--- config.mk ---
export PLATFORM = sky130hd
export DESIGN_NAME = streaming_variance_std_unit
export DESIGN_NICKNAME = d
export VERILOG_FILES = /design/src/hw/rtl/svs_pkg.sv /design/src/hw/rtl/streaming_variance_std_unit.sv /design/src/hw/rtl/svs_divider.sv
export SDC_FILE = /design/constraint.sdc
export NUM_CORES = 2
export LEC_CHECK = 0
export BUFFER_PORTS_ARGS = -buffer_cell sky130_fd_sc_hd__buf_2
export CORE_MARGIN = 5
export CORE_UTILIZATION = 45
export DETAILED_ROUTE_END_ITERATION = 10
export GPL_TIMING_DRIVEN = 0
export HOLD_SLACK_MARGIN = 0.06
export PLACE_DENSITY = 0.66
export SETUP_SLACK_MARGIN = 0.5
export SYNTH_ARGS = -nofsm -noshare
export SYNTH_HDL_FRONTEND = slang
export SYNTH_SLANG_ARGS = --single-unit
--- constraint.sdc ---
create_clock -name clk -period 14.85 [get_ports clk]
set_clock_uncertainty 0.1 [all_clocks]
set_input_delay 1.485 -clock clk [delete_from_list [all_inputs] [get_ports clk]]
set_output_delay 1.485 -clock clk [all_outputs]
set_load 0.05 [all_outputs]
--- src/hw/rtl/svs_pkg.sv ---
// ---------------------------------------------------------------------------
// svs_pkg: shared types and constants
// Widths, limits and sequencer states of the running variance unit.
// ---------------------------------------------------------------------------
package svs_pkg;

    localparam int SAMPLE_W    = 16;
    localparam int SAMPLE_BITS = 16;
    localparam int COUNT_W     = 17;
    localparam int SUM_W       = 33;
    localparam int ACC_W       = 64;
    localparam int VAR_W       = 48;
    localparam int STD_W       = 24;
    localparam logic [COUNT_W-1:0] MAX_COUNT = 17'd65536;

    // deviation magnitude |n*x - T| fits 34 bits, its square 68 bits
    localparam int DEV_W = 34;
    localparam int SQ_W  = 2 * DEV_W;
    // divider widths: dividend is the square shifted by 16, divisor 34 bits
    localparam int DIVN_W = SQ_W + 16;
    localparam int DEN_W  = 34;

    typedef enum logic [3:0] {
        ST_IDLE,
        ST_MUL,
        ST_SQ,
        ST_DIV,
        ST_ACC,
        ST_VDIV,
        ST_SQRT,
        ST_OUT
    } state_t;

    typedef struct packed {
        logic start;
    } div_ctl_t;

endpackage

--- src/hw/rtl/streaming_variance_std_unit.sv ---
// ---------------------------------------------------------------------------
// streaming_variance_std_unit: running variance and standard deviation
// Youngs-Cramer update per sample; variance, root and count on the last one.
// ---------------------------------------------------------------------------
//  channel   | direction | word contents
//  s_axis    | in        | tdata = sample[15:0], tlast = last
//  m_axis    | out       | tdata = variance, std_dev, sample_count, overflow
//
//  A later sample of a set passes from accept to the next accept through
//  a 17-step serial multiply (n*x and n*(n-1)), a 34-step serial square
//  and a radix-2 divide; a first or dropped sample skips all three. A last
//  sample adds a divisor load, divide start, a divide by the count, a
//  24-step root and the output word load, plus any wait for the previous
//  output word. Reset clears count, sum, accumulator and flag at once.
//  s_axis_tready is low while a sample is in work.
// ---------------------------------------------------------------------------
module streaming_variance_std_unit (
    input  logic         clk,
    input  logic         rst_n,
    input  logic         s_axis_tvalid,
    output logic         s_axis_tready,
    input  logic [15:0]  s_axis_tdata,   // sample[15:0]
    input  logic         s_axis_tlast,
    output logic         m_axis_tvalid,
    input  logic         m_axis_tready,
    output logic [95:0]  m_axis_tdata    // variance[47:0], std_dev[71:48],
                                         // sample_count[88:72], overflow[89]
);
    import svs_pkg::*;

    state_t state_reg, state_next;

    logic [COUNT_W-1:0] count_reg, count_next;
    logic [SUM_W-1:0]   sum_reg, sum_next;
    logic [ACC_W-1:0]   acc_reg, acc_next;
    logic               ovf_reg, ovf_next;
    logic               last_reg, last_next;

    // serial multiplier: shift multiplier bits from the low end
    logic [DEV_W+SUM_W-1:0] mcand_reg, mcand_next;
    logic [DEV_W-1:0]       mplier_reg, mplier_next;
    logic [SQ_W-1:0]        prod_reg, prod_next;
    logic [6:0]             step_reg, step_next;
    logic [DEV_W-1:0]       dev_reg, dev_next;

    logic [VAR_W-1:0]  var_reg, var_next;
    logic [STD_W-1:0]  std_reg, std_next;
    logic [95:0]       out_reg, out_next;
    logic              oval_reg, oval_next;

    // root state
    logic [VAR_W+1:0]  rem_reg, rem_next;
    logic [STD_W-1:0]  root_reg, root_next;
    logic [VAR_W-1:0]  rad_reg, rad_next;

    logic [DEN_W-1:0]  den_reg, den_next;
    logic [DEN_W-1:0]  nm1_reg, nm1_next;
    div_ctl_t          div_ctl;
    logic [DIVN_W-1:0] div_dividend;
    logic              div_done;
    logic [DIVN_W-1:0] div_q;

    logic              take;
    logic signed [SAMPLE_BITS-1:0] xs;
    logic signed [SUM_W-1:0]       x_ext;
    logic [SUM_W-1:0]  sum_new;
    logic [COUNT_W-1:0] n_new;
    logic [VAR_W+1:0]  rtrial;

    svs_divider u_div (
        .clk      (clk),
        .rst_n    (rst_n),
        .ctl      (div_ctl),
        .dividend (div_dividend),
        .divisor  (den_reg),
        .done     (div_done),
        .quotient (div_q)
    );

    assign take          = s_axis_tvalid && s_axis_tready;
    assign s_axis_tready = (state_reg == ST_IDLE);
    assign m_axis_tvalid = oval_reg;
    assign m_axis_tdata  = out_reg;

    assign xs      = s_axis_tdata[SAMPLE_BITS-1:0];
    assign x_ext   = SUM_W'(xs);
    assign sum_new = sum_reg + x_ext;
    assign n_new   = count_reg + 1'b1;

    // sequencer
    always_comb
    begin
        state_next   = state_reg;
        count_next   = count_reg;
        sum_next     = sum_reg;
        acc_next     = acc_reg;
        ovf_next     = ovf_reg;
        last_next    = last_reg;
        mcand_next   = mcand_reg;
        mplier_next  = mplier_reg;
        prod_next    = prod_reg;
        step_next    = step_reg;
        dev_next     = dev_reg;
        var_next     = var_reg;
        std_next     = std_reg;
        out_next     = out_reg;
        oval_next    = oval_reg;
        rem_next     = rem_reg;
        root_next    = root_reg;
        rad_next     = rad_reg;
        den_next     = den_reg;
        nm1_next     = nm1_reg;
        div_ctl      = '{start: 1'b0};
        div_dividend = {prod_reg, 16'h0000};
        rtrial       = '0;
        if (oval_reg && m_axis_tready)
        begin
            oval_next = 1'b0;
        end
        unique case (state_reg)
            ST_IDLE:
            begin
                if (take)
                begin
                    last_next = s_axis_tlast;
                    if (count_reg >= MAX_COUNT)
                    begin
                        ovf_next   = 1'b1;
                        state_next = s_axis_tlast ? ST_ACC : ST_IDLE;
                    end
                    else if (count_reg == '0)
                    begin
                        count_next = n_new;
                        sum_next   = x_ext;
                        state_next = s_axis_tlast ? ST_ACC : ST_IDLE;
                    end
                    else
                    begin
                        count_next  = n_new;
                        sum_next    = sum_new;
                        // n*x: multiplicand x, multiplier n
                        mcand_next  = (DEV_W+SUM_W)'(x_ext);
                        mplier_next = DEV_W'(n_new);
                        prod_next   = '0;
                        step_next   = 7'(COUNT_W);
                        // den = n*(n-1), formed serially beside n*x; n-1 is the old count
                        den_next    = '0;
                        nm1_next    = DEN_W'(count_reg);
                        state_next  = ST_MUL;
                    end
                end
            end
            ST_MUL:
            begin
                // accumulate n*x and n*(n-1) one multiplier bit a cycle
                if (mplier_reg[0])
                begin
                    prod_next = prod_reg + SQ_W'(mcand_reg);
                    den_next  = den_reg + nm1_reg;
                end
                mcand_next  = {mcand_reg[DEV_W+SUM_W-2:0], 1'b0};
                nm1_next    = {nm1_reg[DEN_W-2:0], 1'b0};
                mplier_next = mplier_reg >> 1;
                step_next   = step_reg - 1'b1;
                if (step_reg == 7'd1)
                begin
                    // d = n*x - T, magnitude kept
                    dev_next = prod_next[DEV_W-1:0] - {sum_reg[SUM_W-1], sum_reg};
                    if (dev_next[DEV_W-1])
                    begin
                        dev_next = -dev_next;
                    end
                    mcand_next  = (DEV_W+SUM_W)'(dev_next);
                    mplier_next = dev_next;
                    prod_next   = '0;
                    step_next   = 7'(DEV_W);
                    state_next  = ST_SQ;
                end
            end
            ST_SQ:
            begin
                if (mplier_reg[0])
                begin
                    prod_next = prod_reg + SQ_W'(mcand_reg);
                end
                mcand_next  = {mcand_reg[DEV_W+SUM_W-2:0], 1'b0};
                mplier_next = mplier_reg >> 1;
                step_next   = step_reg - 1'b1;
                if (step_reg == 7'd1)
                begin
                    state_next = ST_DIV;
                    div_ctl.start = 1'b1;
                    div_dividend  = {prod_next, 16'h0000};
                end
            end
            ST_DIV:
            begin
                if (div_done)
                begin
                    acc_next   = acc_reg + div_q[ACC_W-1:0];
                    state_next = last_reg ? ST_ACC : ST_IDLE;
                end
            end
            ST_ACC:
            begin
                // load the count as divisor ahead of the variance divide
                den_next   = DEN_W'(count_reg);
                state_next = ST_VDIV;
            end
            ST_VDIV:
            begin
                // variance = acc / count
                div_ctl.start = 1'b1;
                div_dividend  = DIVN_W'(acc_reg);
                state_next    = ST_SQRT;
                step_next     = '0;
            end
            ST_SQRT:
            begin
                if (step_reg == '0)
                begin
                    if (div_done)
                    begin
                        var_next  = div_q[VAR_W-1:0];
                        rad_next  = div_q[VAR_W-1:0];
                        rem_next  = '0;
                        root_next = '0;
                        step_next = 7'(STD_W);
                    end
                end
                else
                begin
                    // one result bit a cycle from two radicand bits
                    rtrial   = {rem_reg[VAR_W-1:0], rad_reg[VAR_W-1:VAR_W-2]};
                    rad_next = {rad_reg[VAR_W-3:0], 2'b00};
                    if (rtrial >= (VAR_W+2)'({root_reg, 2'b01}))
                    begin
                        rem_next  = rtrial - (VAR_W+2)'({root_reg, 2'b01});
                        root_next = {root_reg[STD_W-2:0], 1'b1};
                    end
                    else
                    begin
                        rem_next  = rtrial;
                        root_next = {root_reg[STD_W-2:0], 1'b0};
                    end
                    step_next = step_reg - 1'b1;
                    if (step_reg == 7'd1)
                    begin
                        std_next   = root_next;
                        state_next = ST_OUT;
                    end
                end
            end
            ST_OUT:
            begin
                if (!oval_reg)
                begin
                    out_next  = {6'b0, ovf_reg, count_reg, std_reg, var_reg};
                    oval_next = 1'b1;
                    count_next = '0;
                    sum_next   = '0;
                    acc_next   = '0;
                    ovf_next   = 1'b0;
                    state_next = ST_IDLE;
                end
            end
            default:
            begin
                state_next = ST_IDLE;
            end
        endcase
    end

    always_ff @(posedge clk or negedge rst_n)
    begin
        if (!rst_n)
        begin
            state_reg <= ST_IDLE;
            count_reg <= '0;
            sum_reg   <= '0;
            acc_reg   <= '0;
            ovf_reg   <= 1'b0;
            oval_reg  <= 1'b0;
            step_reg  <= '0;
        end
        else
        begin
            state_reg <= state_next;
            count_reg <= count_next;
            sum_reg   <= sum_next;
            acc_reg   <= acc_next;
            ovf_reg   <= ovf_next;
            oval_reg  <= oval_next;
            step_reg  <= step_next;
        end
    end

    always_ff @(posedge clk)
    begin
        last_reg   <= last_next;
        mcand_reg  <= mcand_next;
        mplier_reg <= mplier_next;
        prod_reg   <= prod_next;
        dev_reg    <= dev_next;
        var_reg    <= var_next;
        std_reg    <= std_next;
        out_reg    <= out_next;
        rem_reg    <= rem_next;
        root_reg   <= root_next;
        rad_reg    <= rad_next;
        den_reg    <= den_next;
        nm1_reg    <= nm1_next;
    end

endmodule

--- src/hw/rtl/svs_divider.sv ---
// ---------------------------------------------------------------------------
// svs_divider: radix-2 restoring divider
// Produces one quotient bit per cycle, dividend shifted in from the top.
// ---------------------------------------------------------------------------
module svs_divider (
    input  logic                         clk,
    input  logic                         rst_n,
    input  svs_pkg::div_ctl_t            ctl,
    input  logic [svs_pkg::DIVN_W-1:0]   dividend,
    input  logic [svs_pkg::DEN_W-1:0]    divisor,
    output logic                         done,
    output logic [svs_pkg::DIVN_W-1:0]   quotient
);
    import svs_pkg::*;

    localparam int CNT_W = $clog2(DIVN_W + 1);

    logic [DIVN_W-1:0] q_reg, q_next;
    logic [DEN_W:0]    r_reg, r_next;
    logic [DEN_W-1:0]  d_reg, d_next;
    logic [CNT_W-1:0]  cnt_reg, cnt_next;
    logic              run_reg, run_next;
    logic [DEN_W:0]    trial;
    logic [DEN_W+1:0]  diff;

    // one shift-subtract step per cycle
    always_comb
    begin
        q_next   = q_reg;
        r_next   = r_reg;
        d_next   = d_reg;
        cnt_next = cnt_reg;
        run_next = run_reg;
        trial    = {r_reg[DEN_W-1:0], q_reg[DIVN_W-1]};
        diff     = {1'b0, trial} - {2'b00, d_reg};
        if (ctl.start)
        begin
            q_next   = dividend;
            r_next   = '0;
            d_next   = divisor;
            cnt_next = CNT_W'(DIVN_W);
            run_next = 1'b1;
        end
        else if (run_reg)
        begin
            if (!diff[DEN_W+1])
            begin
                r_next = diff[DEN_W:0];
                q_next = {q_reg[DIVN_W-2:0], 1'b1};
            end
            else
            begin
                r_next = trial;
                q_next = {q_reg[DIVN_W-2:0], 1'b0};
            end
            cnt_next = cnt_reg - 1'b1;
            if (cnt_reg == CNT_W'(1))
            begin
                run_next = 1'b0;
            end
        end
    end

    always_ff @(posedge clk or negedge rst_n)
    begin
        if (!rst_n)
        begin
            run_reg <= 1'b0;
            cnt_reg <= '0;
        end
        else
        begin
            run_reg <= run_next;
            cnt_reg <= cnt_next;
        end
    end

    always_ff @(posedge clk)
    begin
        q_reg <= q_next;
        r_reg <= r_next;
        d_reg <= d_next;
    end

    assign done     = run_reg && (cnt_reg == CNT_W'(1));
    assign quotient = q_next;

endmodule
==> run_results.csv <==
group,metric,value,unit
cells_and_area,largest_register_ffs,90,
grt,grt-ovfl-total,0,
clock_network,cts_tree,"yes",
synth,netlist_area,0.0480,mm²
worst_setup_path,cp_common_cell,"nor2b_1",
worst_setup_path,critPathMaxStageDelay,0.98,ns
synth,synth_edf_count,574,
worst_setup_path,cp.required,15.27,ns
cells_and_area,most-common-layout-cells,"edfxtp_1 (574), nand2_1 (518), nor2_1 (431)",
worst_setup_path,path_cells,"clkbuf_1 > nor2b_1 > nand2b_1 > nor2_1 > nor2_1 > clkinv_1 > clkbuf_1 > o21ai_0 > ha_1 > inv_1 > fa_1 > nor2b_1 > o31ai_1 > a311o_1 > a2111oi_0 > nor2_1 > o21ai_1 > a311oi_1 > o21ai_0 > nor2b_1 > nor2b_1 > xor2_1 > o21ai_0",
timing,worst_pin_slew,1.22,ns
grt,antenna_found_initial,2,
floorplan,num_rows,119,
cells_and_area,mostFrequentLayoutCell,"edfxtp_1",
place,placed_cells,6459,
worst_setup_path,crit_buf_inv,4,
clock_network,cts_root_buf,"clkbuf_16",
synth,synth_warnings,0,
worst_setup_path,critical-path-slowest-cell,"nor2_1",
place,place_area,0.0509,mm²
synth,ys_ff_latch,806,
clock_network,htreeDepth,3,
routing,vias,38413,
routing,wl,138000,µm
floorplan,pin_count,119,
timing,setup_violations,0,
synth,seq_area_frac_synth,47.0,%
clock_network,clk_latency,0.69,ns
power_and_ir_drop,peakVddDrop,79.6,µV
timing,post-route-period-util,57.2,%
grt,grt_pass1_vias,37265,
routing,dr.pass1.iters,6,
timing,rsz0062_at_grt,"false",
floorplan,initial_core_util,45.5,%
routing,post_drt_via_cell_ratio,5.79,
power_and_ir_drop,powerDensity,93.6,mW/mm²
routing,drt_iter0_drc,3323,
worst_setup_path,critPathLaunchType,"register",
place,io_buffers,112,
worst_setup_path,arrival,8.91,ns
synth,avgSynthCellArea,9.75,µm²
cells_and_area,final_cells,6630,
routing,antenna_left,0,
cells_and_area,design_area,0.0540,mm²
floorplan,die_h,337,µm
timing,maxSlewHeadroom,18.4,%
flow_run,drv_cap,0,
floorplan,core-area,0.106,mm²
clock_network,cts.clk_slew.worst_paths,0.06,ns
synth,syn_inst,4923,
timing,final_hold_viol_count,0,
worst_setup_path,cp_top_family,"simple AND/OR/NAND/NOR gates",
power_and_ir_drop,p_leak,23.3,nW
timing,finalSetupTns,0,ns
cells_and_area,drive_gt1_share,7.67,%
grt,grt_max_degree,72,
synth,ys.flop_type,"edfxtp_1",
synth,ys_async_sr_fraction,16.6,%
grt,grt_pass1_wl,214000,µm
clock_network,cts.sinks,806,
routing,wl_per_cell,20.8,µm
worst_setup_path,crit_path_max_fanout,10,
clock_network,cts_resized,0,
place,gp_congestion,0.944,
timing,slew_violations,0,
timing,finalCriticalPeriod,8.49,ns
worst_setup_path,path_class,"reg2reg",
min_path,hold_class,"reg2reg",
worst_setup_path,cp-end-kind,"register",
timing,fmax,118,MHz
clock_network,hold_buffers,0,
cells_and_area,final_nets,5483,
place,dp_hpwl,104000,µm
grt,track_usage,23.9,%
floorplan,die_x,337,µm
clock_network,cts_buffers,91,
routing,drc,0,
clock_network,post_cts_buffers,0,
status,status,"completed",
synth,synthDistinctLibCells,92,
clock_network,clk_path_buf_depth,3,
floorplan,dieArea,0.113,mm²
cells_and_area,area_growth,12.4,%
-- Yosys cell counts (26+ instances only) --
cell	instances	area share (%)
a211oi_1	59	0.92
a21o_1	196	3.1
a21oi_1	392	4.1
a22oi_1	26	0.41
a31oi_1	38	0.50
and2_1	50	0.65
and3_1	42	0.55
clkbuf_1	188	1.5
dfrtp_1	134	7.0
dfxtp_1	98	4.1
edfxtp_1	574	36
ha_1	295	7.7
inv_1	221	1.7
mux2_2	36	0.84
mux2i_1	111	2.3
nand2_1	518	4.0
nand2b_1	42	0.55
nand3_1	153	1.6
nand4_1	36	0.47
nor2_1	433	3.4
nor2b_1	49	0.64
nor3_1	67	0.70
o21a_1	28	0.44
o21ai_0	356	3.7
o21ai_1	41	0.43
o21bai_1	40	0.63
o22ai_1	30	0.39
o31ai_1	29	0.45
xnor2_1	179	3.3
xor2_1	131	2.4
-- logic make-up after synthesis --
kind of cell	count (synthesis)	share of synthesized area, %
AND/OR/NAND/NOR	1483	14.0
AO/OA/AOI/OAI	1424	18.6
flip-flops	806	47.0
buffers and inverters	450	3.64
XOR/XNOR	311	5.70
adder cells (fa/ha/maj)	301	7.94
multiplexers	147	3.16
other	1	0.00781
-- stage by stage --
step	worst slack (ns)	utilization (%)	total power, W	hold slack (ns)
5_1_grt	5.70	51.1	0.00523	0.325
4_1_cts	6.50	51.1	0.00509	0.321
3_5_place_dp	6.58	48.2	0.00276	0.306
6_report	6.36	51.1	0.00505	0.319
2_1_floorplan	5.86	-	0.00270	0.300
3_3_place_gp	2.28	47.7	0.00276	0.302
-- area by class of cell --
class	instances	area (µm²)
Sequential cell	806	22600
Clock inverter	59	609
Clock buffer	111	2480
Timing Repair Buffer	140	1050
Inverter	222	836
Buffer	228	915
Multi-Input combinational cell	3672	23800
Antenna cell	1	2.50
Fill cell	9734	51600
Tap cell	1391	1740
-- metal layers --
| metal | routed length, µm | track usage (%) |
|---|---|---|
| met1 | 62600 | 33.4 |
| met2 | 62800 | 38.5 |
| met3 | 7670 | 2.95 |
| met4 | 5000 | 8.53 |
| met5 | 0 | 0 |
-- report_power, final --
| group | switching, W | internal (W) |
|---|---|---|
| logic | 0.000157 | 0.000126 |
| registers | 0.0000233 | 0.00242 |
| clock network | 0.000973 | 0.00135 |
-- worst paths after layout --
check	startpoint	slack, ns	endpoint	cells past startpoint
min in group asynchronous	rst_n	0.63	acc_reg[20]	1
min reg2reg	var_reg[20]	0.32	m_axis_tdata[20]	0
max in group asynchronous	rst_n	13.06	count_reg[3]	3
max	state_reg[1]	6.36	acc_reg[54]	23
min	var_reg[20]	0.32	m_axis_tdata[20]	0
max reg2reg	state_reg[1]	6.36	acc_reg[54]	23
(Power assumes the default switching activity.)
